<file path="src/rtl/core/tlbpt_pkg.sv">
// Package with the sizes, widths and outcome codes of the TLB and page-table translator.
package tlbpt_pkg;

    // Sizes of the translation structures.
    localparam int TLB_ENTRIES = 16;
    localparam int PAGE_COUNT  = 256;
    localparam int FRAME_COUNT = 256;

    // Derived index and value widths.
    localparam int TLB_IDX_W  = $clog2(TLB_ENTRIES);
    localparam int PAGE_IDX_W = $clog2(PAGE_COUNT);
    localparam int FRAME_W    = $clog2(FRAME_COUNT);

    // Fixed field widths of the address and the result.
    localparam int ADDR_W    = 16;
    localparam int PAGE_W    = 8;
    localparam int OFFSET_W  = 8;
    localparam int FRAME_OUT_W = 8;
    localparam int OUTCOME_W = 2;

    // Outcome codes of one translation.
    localparam logic [OUTCOME_W-1:0] OUTCOME_TLB_HIT   = 2'd0;
    localparam logic [OUTCOME_W-1:0] OUTCOME_TABLE_HIT = 2'd1;
    localparam logic [OUTCOME_W-1:0] OUTCOME_FAULT     = 2'd2;

endpackage

</file>
<file path="src/rtl/core/tlb_page_table_translate_core.sv">
// Top level of the address translator: register TLB with FIFO fill and a RAM page table.
//
//  Channel   Direction  Handshake           Payload
//  s_        in         s_valid / s_ready   s_logical_address[15:0]
//  m_        out        m_valid / m_ready   m_frame_number, m_page_offset,
//                                           m_page_number, m_outcome
//
// A transaction is accepted in ST_IDLE, which issues the page-table RAM read;
// in ST_LOOKUP the block compares the TLB, uses the RAM data and writes back
// on a fault. The registered read of the page-table RAM sets this split.
// Reset (aresetn low, synchronous) clears the TLB valid bits, the present
// bits, the fill pointer and the free-frame counter; no clearing pass is run.
// A result waiting in the output register stalls the lookup cycle until taken.
module tlb_page_table_translate_core (
    input  logic                               aclk,
    input  logic                               aresetn,
    input  logic                               s_valid,
    output logic                               s_ready,
    input  logic [tlbpt_pkg::ADDR_W-1:0]       s_logical_address,
    output logic                               m_valid,
    input  logic                               m_ready,
    output logic [tlbpt_pkg::FRAME_OUT_W-1:0]  m_frame_number,
    output logic [tlbpt_pkg::OFFSET_W-1:0]     m_page_offset,
    output logic [tlbpt_pkg::PAGE_W-1:0]       m_page_number,
    output logic [tlbpt_pkg::OUTCOME_W-1:0]    m_outcome
);

    typedef enum logic [1:0] {
        ST_IDLE   = 2'b01,
        ST_LOOKUP = 2'b10
    } state_t;

    localparam int TLB_N   = tlbpt_pkg::TLB_ENTRIES;
    localparam int TIDX_W  = tlbpt_pkg::TLB_IDX_W;
    localparam int PIDX_W  = tlbpt_pkg::PAGE_IDX_W;
    localparam int FRM_W   = tlbpt_pkg::FRAME_W;
    localparam int PG_W    = tlbpt_pkg::PAGE_W;
    localparam int OFS_W   = tlbpt_pkg::OFFSET_W;
    localparam int FOUT_W  = tlbpt_pkg::FRAME_OUT_W;
    localparam int OC_W    = tlbpt_pkg::OUTCOME_W;
    localparam logic [TIDX_W-1:0] TLB_LAST   = TIDX_W'(tlbpt_pkg::TLB_ENTRIES - 1);
    localparam logic [FRM_W-1:0]  FRAME_LAST = FRM_W'(tlbpt_pkg::FRAME_COUNT - 1);

    state_t state_reg, state_next;

    // Captured transaction.
    logic [PG_W-1:0]  page_reg;
    logic [OFS_W-1:0] offset_reg;

    // TLB held in registers.
    logic [PG_W-1:0]   tlb_tag_reg   [TLB_N];
    logic [FRM_W-1:0]  tlb_frame_reg [TLB_N];
    logic [TLB_N-1:0]  tlb_valid_reg;
    logic [TIDX_W-1:0] fill_ptr_reg;
    logic [FRM_W-1:0]  free_frame_reg;

    // Present bits of the page table.
    logic [tlbpt_pkg::PAGE_COUNT-1:0] present_reg;

    // Output register.
    logic              m_valid_reg;
    logic [FOUT_W-1:0] m_frame_reg;
    logic [OFS_W-1:0]  m_offset_reg;
    logic [PG_W-1:0]   m_page_reg;
    logic [OC_W-1:0]   m_outcome_reg;

    logic              in_xact;
    logic              finish;
    logic [PG_W-1:0]   in_page;
    logic [PIDX_W-1:0] in_slot;
    logic [PIDX_W-1:0] cur_slot;
    logic [FRM_W-1:0]  table_rd_frame;
    logic              tlb_hit;
    logic [TIDX_W-1:0] hit_idx;
    logic              page_present;
    logic              fault_wr;
    logic [FRM_W-1:0]  result_frame;
    logic [OC_W-1:0]   result_outcome;

    assign in_xact = s_valid && s_ready;
    assign s_ready = (state_reg == ST_IDLE);
    assign finish  = (state_reg == ST_LOOKUP) && (!m_valid_reg || m_ready);

    // Page-table slot is the page number modulo the table size.
    assign in_page  = s_logical_address[tlbpt_pkg::ADDR_W-1:OFS_W];
    assign in_slot  = PIDX_W'({{PIDX_W{1'b0}}, in_page});
    assign cur_slot = PIDX_W'({{PIDX_W{1'b0}}, page_reg});

    // Page-table frame store; read on accept, written back on a fault.
    tlbpt_ram #(
        .WIDTH (FRM_W),
        .DEPTH (tlbpt_pkg::PAGE_COUNT)
    ) u_table_frame (
        .aclk    (aclk),
        .wr_en   (fault_wr),
        .wr_addr (cur_slot),
        .wr_data (free_frame_reg),
        .rd_en   (in_xact),
        .rd_addr (in_slot),
        .rd_data (table_rd_frame)
    );

    // Parallel TLB compare; the lowest-numbered match wins.
    always_comb begin
        tlb_hit = 1'b0;
        hit_idx = '0;
        for (int i = TLB_N - 1; i >= 0; i--) begin
            if (tlb_valid_reg[i] && (tlb_tag_reg[i] == page_reg)) begin
                tlb_hit = 1'b1;
                hit_idx = TIDX_W'(i);
            end
        end
    end

    // Resolve the frame and the outcome of the current transaction.
    always_comb begin
        page_present = present_reg[cur_slot];
        if (tlb_hit) begin
            result_frame   = tlb_frame_reg[hit_idx];
            result_outcome = tlbpt_pkg::OUTCOME_TLB_HIT;
        end else if (page_present) begin
            result_frame   = table_rd_frame;
            result_outcome = tlbpt_pkg::OUTCOME_TABLE_HIT;
        end else begin
            result_frame   = free_frame_reg;
            result_outcome = tlbpt_pkg::OUTCOME_FAULT;
        end
    end

    assign fault_wr = finish && !tlb_hit && !page_present;

    // Sequencer.
    always_comb begin
        state_next = state_reg;
        case (state_reg)
            ST_IDLE: begin
                if (in_xact) begin
                    state_next = ST_LOOKUP;
                end
            end
            ST_LOOKUP: begin
                if (finish) begin
                    state_next = ST_IDLE;
                end
            end
            default: begin
                state_next = ST_IDLE;
            end
        endcase
    end

    // Control state.
    always_ff @(posedge aclk) begin
        if (!aresetn) begin
            state_reg      <= ST_IDLE;
            tlb_valid_reg  <= '0;
            fill_ptr_reg   <= '0;
            free_frame_reg <= '0;
            present_reg    <= '0;
            m_valid_reg    <= 1'b0;
        end else begin
            state_reg <= state_next;
            if (finish) begin
                m_valid_reg <= 1'b1;
            end else if (m_ready) begin
                m_valid_reg <= 1'b0;
            end
            if (finish && !tlb_hit) begin
                tlb_valid_reg[fill_ptr_reg] <= 1'b1;
                fill_ptr_reg <= (fill_ptr_reg == TLB_LAST) ? '0 : fill_ptr_reg + 1'b1;
            end
            if (fault_wr) begin
                present_reg[cur_slot] <= 1'b1;
                free_frame_reg <= (free_frame_reg == FRAME_LAST) ? '0
                                                                 : free_frame_reg + 1'b1;
            end
        end
    end

    // Payload: captured address, TLB contents and the result.
    always_ff @(posedge aclk) begin
        if (in_xact) begin
            page_reg   <= in_page;
            offset_reg <= s_logical_address[OFS_W-1:0];
        end
        if (finish && !tlb_hit) begin
            tlb_tag_reg[fill_ptr_reg]   <= page_reg;
            tlb_frame_reg[fill_ptr_reg] <= result_frame;
        end
        if (finish) begin
            m_frame_reg   <= FOUT_W'({{FOUT_W{1'b0}}, result_frame});
            m_offset_reg  <= offset_reg;
            m_page_reg    <= page_reg;
            m_outcome_reg <= result_outcome;
        end
    end

    assign m_valid        = m_valid_reg;
    assign m_frame_number = m_frame_reg;
    assign m_page_offset  = m_offset_reg;
    assign m_page_number  = m_page_reg;
    assign m_outcome      = m_outcome_reg;

endmodule

</file>
<file path="src/rtl/core/tlbpt_ram.sv">
// Generic single-port-write, single-port-read RAM with a registered read.
module tlbpt_ram #(
    parameter int WIDTH = 8,
    parameter int DEPTH = 256
) (
    input  logic                     aclk,
    input  logic                     wr_en,
    input  logic [$clog2(DEPTH)-1:0] wr_addr,
    input  logic [WIDTH-1:0]         wr_data,
    input  logic                     rd_en,
    input  logic [$clog2(DEPTH)-1:0] rd_addr,
    output logic [WIDTH-1:0]         rd_data
);

    logic [WIDTH-1:0] mem_array [DEPTH];
    logic [WIDTH-1:0] rd_data_reg;

    // Write port.
    always_ff @(posedge aclk) begin
        if (wr_en) begin
            mem_array[wr_addr] <= wr_data;
        end
    end

    // Read port; the data holds while no read is issued.
    always_ff @(posedge aclk) begin
        if (rd_en) begin
            rd_data_reg <= mem_array[rd_addr];
        end
    end

    assign rd_data = rd_data_reg;

endmodule

</file>
<file path="config.mk">
export PLATFORM = sky130hd
export DESIGN_NAME = tlb_page_table_translate_core
export DESIGN_NICKNAME = d
export VERILOG_FILES = /design/src/rtl/core/tlbpt_pkg.sv /design/src/rtl/core/tlb_page_table_translate_core.sv /design/src/rtl/core/tlbpt_ram.sv
export SDC_FILE = /design/constraint.sdc
export NUM_CORES = 2
export LEC_CHECK = 0
export BUFFER_PORTS_ARGS = -buffer_cell sky130_fd_sc_hd__buf_2
export CORE_UTILIZATION = 68
export DETAILED_ROUTE_END_ITERATION = 10
export PLACE_DENSITY = 0.85
export SYNTH_ARGS = -nofsm -noshare
export SYNTH_HDL_FRONTEND = slang
export SYNTH_SLANG_ARGS = --single-unit
</file>
<file path="constraint.sdc">
create_clock -name aclk -period 13.4 [get_ports aclk]
set_clock_uncertainty 0.1 [all_clocks]
set_input_delay 2.68 -clock aclk [delete_from_list [all_inputs] [get_ports aclk]]
set_output_delay 2.68 -clock aclk [all_outputs]
set_load 0.02 [all_outputs]
</file>
Word level (Yosys, flattened, before mapping). Memories as Yosys holds them, arrays and structs flattened. A register that Yosys moved wholly into a read port is not among the register bits. Cells that the tools add are included.

Add/sub/neg operators: 2. $lt $le $gt $ge: 4. Equality and inequality tests: 22. Multiplexer cells: 52. Bitwise logic cells: 2. Reduce and logical (&&, ||, !) cells: 28.

Operator list (number): $or 256x256->256 (1); $eq 8x8->1 (16); $mux 4 (17); $mux 1 (25); $mux 8 (3); $logic_and 1x1->1 (22); $or 16x16->16 (1); $lt 8x9->1 const B (1); $add 8x1->8 const B (1); $bmux 1 s8 (1); $demux 1 s8 (1); $eq 8x8->1 const B (1); $ge 8x1->1 const B (1); $mux 2 (3); $lt 4x5->1 const B (1); $add 4x1->4 const B (1); $demux 1 s4 (1); $eq 4x4->1 const B (1); $ge 4x1->1 const B (1); $pmux 2 s2 (1); $logic_not 1->1 (3); $eq 2x1->1 const B (1); $eq 2x2->1 const B (1); $ne 2x1->1 const B (1); 4 further kinds (4).

Flip-flop bits (word level): 329. RAM bits: 2304. Input bits: 20. Output and inout port bits: 28. Logic and storage cells: 125. Memories kept: 3.

Memories: u_table_frame.mem_array (words 256, bits a word 8, read ports 1, clocked after Yosys merged registers in 1, write ports 1, line tlbpt_ram.sv:15) `logic [WIDTH-1:0] mem_array [DEPTH];`; tlb_frame_reg (words 16, bits a word 8, read ports 1, clocked after Yosys merged registers in 0, write ports 1, line tlb_page_table_translate_core.sv:52) `logic [FRM_W-1:0] tlb_frame_reg [TLB_N];`; tlb_tag_reg (words 16, bits a word 8, read ports 16, clocked after Yosys merged registers in 0, write ports 1, line tlb_page_table_translate_core.sv:51) `logic [PG_W-1:0] tlb_tag_reg [TLB_N];`.

Depth between registers and ports, before layout.
Depth in word-level cells: 23. Gate-level depth with buffers: 17.

Hierarchy. Synthesis repeated with hierarchy kept, for this count alone.

Cell total of the unflattened synthesis: 5591. Area total of the unflattened synthesis: 102854.9 sq um.

Modules (own cells, without submodules): tlbpt_ram (instances 1, cells each 3733, area an instance 79636.4 sq um); tlb_page_table_translate_core (instances 1, cells each 1858, area an instance 23218.5 sq um).

Least setup slack after synthesis. No wires, ideal clock.

Path type: input-to-reg. From: input s_logical_address[8] in the netlist's numbering. To: register u_table_frame.rd_data_reg[0] (netlist: u_table_frame.rd_data[0]) (read register of u_table_frame.mem_array), data pin. Arrival: 5.691 ns. Required time: 13.028 ns. Path slack: 7.337 ns. Cell stages on the path: 7. Path buffers: 3. Cell sequence: clkbuf_1 clkbuf_1 buf_1 mux4_2 mux4_2 mux4_2 mux4_2.

RTL lines: from (decl) (line tlb_page_table_translate_core.sv:19) `input logic [tlbpt_pkg::ADDR_W-1:0] s_logical_address,`; to (decl) (line tlbpt_ram.sv:16) `logic [WIDTH-1:0] rd_data_reg;`.

Final worst setup path.
From: register page_reg[0] (netlist: cur_slot[0]). To: memory u_table_frame.mem_array[25][7], enable pin.

Cells in the longest elaborated chain, start to end: 23.

RTL lines: from (decl) (line tlb_page_table_translate_core.sv:47) `logic [PG_W-1:0] page_reg;`; from (signal assigned) (line tlb_page_table_translate_core.sv:183) `page_reg <= in_page;`; $eq 8x8->1 (line tlb_page_table_translate_core.sv:108) `if (tlb_valid_reg[i] && (tlb_tag_reg[i] == page_reg)) begin`; $logic_and 1x1->1 (line tlb_page_table_translate_core.sv:108); $mux 1 (16 in series) (line tlb_page_table_translate_core.sv:108); $logic_not 1->1 (line tlb_page_table_translate_core.sv:130) `assign fault_wr = finish && !tlb_hit && !page_present;`; $logic_and 1x1->1 (2 in series) (line tlb_page_table_translate_core.sv:130); $mux 1 (line tlbpt_ram.sv:20) `if (wr_en) begin`; $mux 1 (implied by the code) (line tlbpt_ram.sv:21) `mem_array[wr_addr] <= wr_data;`; to (decl) (line tlbpt_ram.sv:15).

Several ways; a longest one is shown, not always the timed one. The select of a mux whose other input is x is not followed.

==> run_results.csv <==
group,metric,value,unit
yosys,yosys.area.top_type,"edfxtp_1",
yosys,netlist_area,0.102,mm^2
final_layout,drive_gt1_share,27.8,%
grt,antenna_found_initial,21,
clock_network,ctsHtreeMaxLevel,4,
grt,grt_max_degree,236,
grt,grt_usage,37.3,%
drt,ant_nets,0,
clock_network,clk_path_buf_depth,3,
clock_network,clock_sinks,2641,
worst_hold_path,hold_class,"reg -> reg",
timing,setup_viol,0,
setup_path,r2r_cells,13,
final_layout,nets,5300,
timing,slew_violations,10,
yosys,postSynthAreaPerCell,20.2,um^2
clock_network,clk_latency,0.92,ns
timing,finalCritPeriodShare,55.3,%
timing,layout_min_cycle_time,7.40,ns
setup_path,critPathArrivalTime,7.81,ns
outcome,status,"complete, but fails checks",
drt,dr_total_vias,56100,
floorplanning,chipWidth,390,um
clock_network,cts-hold-fix-buffers,0,
yosys,ys_warn_count,0,
pwr,powerDensity,144,mW/mm^2
timing,setup_slack,6.00,ns
worst_hold_path,hold_start,"offset_reg[6]",
floorplanning,die-area,0.152,mm^2
yosys,synth_edf_count,2354,
floorplanning,core,0.148,mm^2
timing,rsz0062_at_grt,"false",
setup_path,startpoint_type,"flip-flop",
final_layout,syn2layout_area_growth,11.6,%
setup_path,timing.rr.end,"u_table_frame.mem_array[25][7]",
drt,wl_per_cell,37.0,um
worst_hold_path,hold-path-endpoint,"m_page_offset[6]",
floorplanning,chipHeight,390,um
yosys,ys_seq_area_share,74.8,%
clock_network,postCtsResizedCells,0,
floorplanning,io_pins,48,
clock_network,postCtsSetupBuffers,0,
timing,slew_headroom,-7.71,%
pwr,peakVddDrop,0.132,mV
timing,tightest_slew,1.61,ns
floorplanning,start_util,68.8,%
timing,setup_tns,0,ns
placement,gp_congestion,0.861,
drt,first_pass_iters,7,
clock_network,cts_buffers,239,
placement,numPortBuffers,47,
worst_hold_path,hold_depth,0,
floorplanning,num_rows,141,
clock_network,tritoncts,"yes",
yosys,ys_seq_elements,2641,
setup_path,reg2reg_slack,6.00,ns
yosys,ys.flop_type,"edfxtp_1",
drt,wl,278000,um
job,maxCapViolations,1,
final_layout,largest_reg_flops,2048,
final_layout,regArea,0.0765,mm^2
clock_network,cts_root_buf,"clkbuf_16",
grt,overflow,0,
yosys,ys_types,51,
timing,hold_viol,0,
yosys,synthArstFlopShare,0,%
yosys,synth_top_area_share,69.2,%
grt,grt_pass1_wl,398000,um
drt,avgViaCountPerCell,7.48,
setup_path,crit_type,"reg -> reg",
yosys,syn_inst,5052,
placement,dpl.hpwl,150000,um
setup_path,critPathMaxFanout,66,
setup_path,cp-end-kind,"flip-flop",
yosys,syn_nets,5077,
drt,route.detailed.drc,0,
yosys,netlist_top_cells_area,"edfxtp_1, mux4_2, dfxtp_1, nor2_1, nor3_1",
setup_path,required,13.81,ns
clock_network,clkSlewWorstSetupHoldPaths,0.07,ns
final_layout,multiInputGateArea,0.0248,mm^2
placement,pre_cts_slack,5.92,ns
outcome,violations,"max-capacitance violations, max-slew violations",
setup_path,r2r_start,"cur_slot[0]",
final_layout,nFillCells,6766,
timing,fmax,135,MHz
grt,grt_pass1_vias,56200,
pwr,p_leak,37.7,nW
drt,drt_iter0_drc,9370,
==> layout make-up <==
class | instances | share of cell area (%)
diodes | 10 | 0.0220
clock inverters | 127 | 1.08
flip-flops and latches | 2641 | 67.1
inverters | 7 | 0.0296
repair buffers | 289 | 1.93
well taps | 2002 | 2.20
multi-input cells | 2097 | 21.8
clock buffers | 329 | 5.87
==> cell usage in the layout, fill, tap and decap left out, drive strengths merged, types with 25 or more instances in the layout <==
cell type	instances
nor3	256
clkbuf	329
buf	289
nand3	44
nand4	33
mux4	760
dfxtp	287
nand2	102
xnor2	112
nor2	518
o21ai	28
clkinv	93
mux2i	71
xor2	25
edfxtp	2354
==> routing by layer <==
layer | global-route usage, % | vias up | routed length [um]
li1 | - | 21000 | -
met1 | 47.5 | 28300 | 88200
met2 | 58.5 | 5470 | 133000
met3 | 10.9 | 1324 | 36800
met4 | 21.1 | 26 | 19500
met5 | 0 | - | 221
==> through the flow <==
stage	utilization [%]	total power [mW]	hold WS [ns]	std cells	instance area [um^2]
after floorplan	-	9.41	0.300	5052	102000
after global placement	71.4	9.57	0.300	7035	106000
after detailed placement	71.4	9.59	0.306	7035	106000
after CTS	76.8	16.3	0.326	7491	114000
after global routing	76.8	16.6	0.332	7493	114000
final	76.8	16.4	0.324	7502	114000
==> kinds of logic (layout without fill, tap and decap cells) <==
| group | count (synthesis) | count (layout) | share of synthesized area [%] |
|---|---|---|---|
| AO/OA/AOI/OAI | 123 | 123 | 0.818 |
| buffers and inverters | 314 | 752 | 1.39 |
| flip-flops | 2641 | 2641 | 74.8 |
| adder cells (fa/ha/maj) | 5 | 5 | 0.0612 |
| XOR/XNOR | 137 | 137 | 1.17 |
| multiplexers | 833 | 833 | 17.5 |
| AND/OR/NAND/NOR | 999 | 999 | 4.25 |
| other | 0 | 10 | 0 |
==> Yosys cell counts, types with 2 or more instances <==
cell and number:
buf_4 7, o21a_1 24, edfxtp_1 2354, mux4_2 760, inv_1 7, buf_6 24, nand2_1 102, and3_1 3
nand3_1 44, clkbuf_1 181, a22oi_1 23, buf_1 64, a22o_1 3, mux2i_1 71, dfxtp_1 287, nand2b_1 9
nand4_1 33, o21ai_0 24, ha_1 5, and2_1 4, a221oi_1 7, or3_1 6, o21ai_1 4, a21oi_1 14
a211oi_1 2, xor2_1 25, nor4_1 5, xnor2_1 112, o31ai_1 7, o211ai_1 6, mux2_2 2, nor2_1 518
buf_2 31, nor3_1 255, nor2b_1 13
==> how the worst max path moves through the flow <==
stage | from | to | slack [ns]
floorplan | s_logical_address[8] | u_table_frame.rd_data[0] | 7.34
global placement | s_logical_address[8] | u_table_frame.rd_data[7] | 6.01
detailed placement | s_logical_address[8] | u_table_frame.rd_data[7] | 5.92
CTS | cur_slot[0] | u_table_frame.mem_array[1][3] | 6.20
global route | cur_slot[0] | u_table_frame.mem_array[12][6] | 5.89
finish | cur_slot[0] | u_table_frame.mem_array[25][7] | 6.00
==> critical path, cell delays in order, from the launching register on <==
cell and delay, ns:
edfxtp_1 0.38, buf_4 0.46, buf_4 0.74, mux4_2 0.62, mux4_2 0.48, a22o_1 0.25
a221oi_1 0.55, o221ai_2 0.18, buf_4 0.27, nand2b_4 0.60, buf_4 0.64, nor3_2 0.50
nand2_1 0.19, nor2_1 0.85
==> power breakdown <==
part,total [mW],internal (mW),switching (mW)
Clock,6.92,3.84,3.08
Sequential,8.86,8.85,0.0109
Combinational,0.573,0.216,0.358
(Power assumes the default switching activity.)
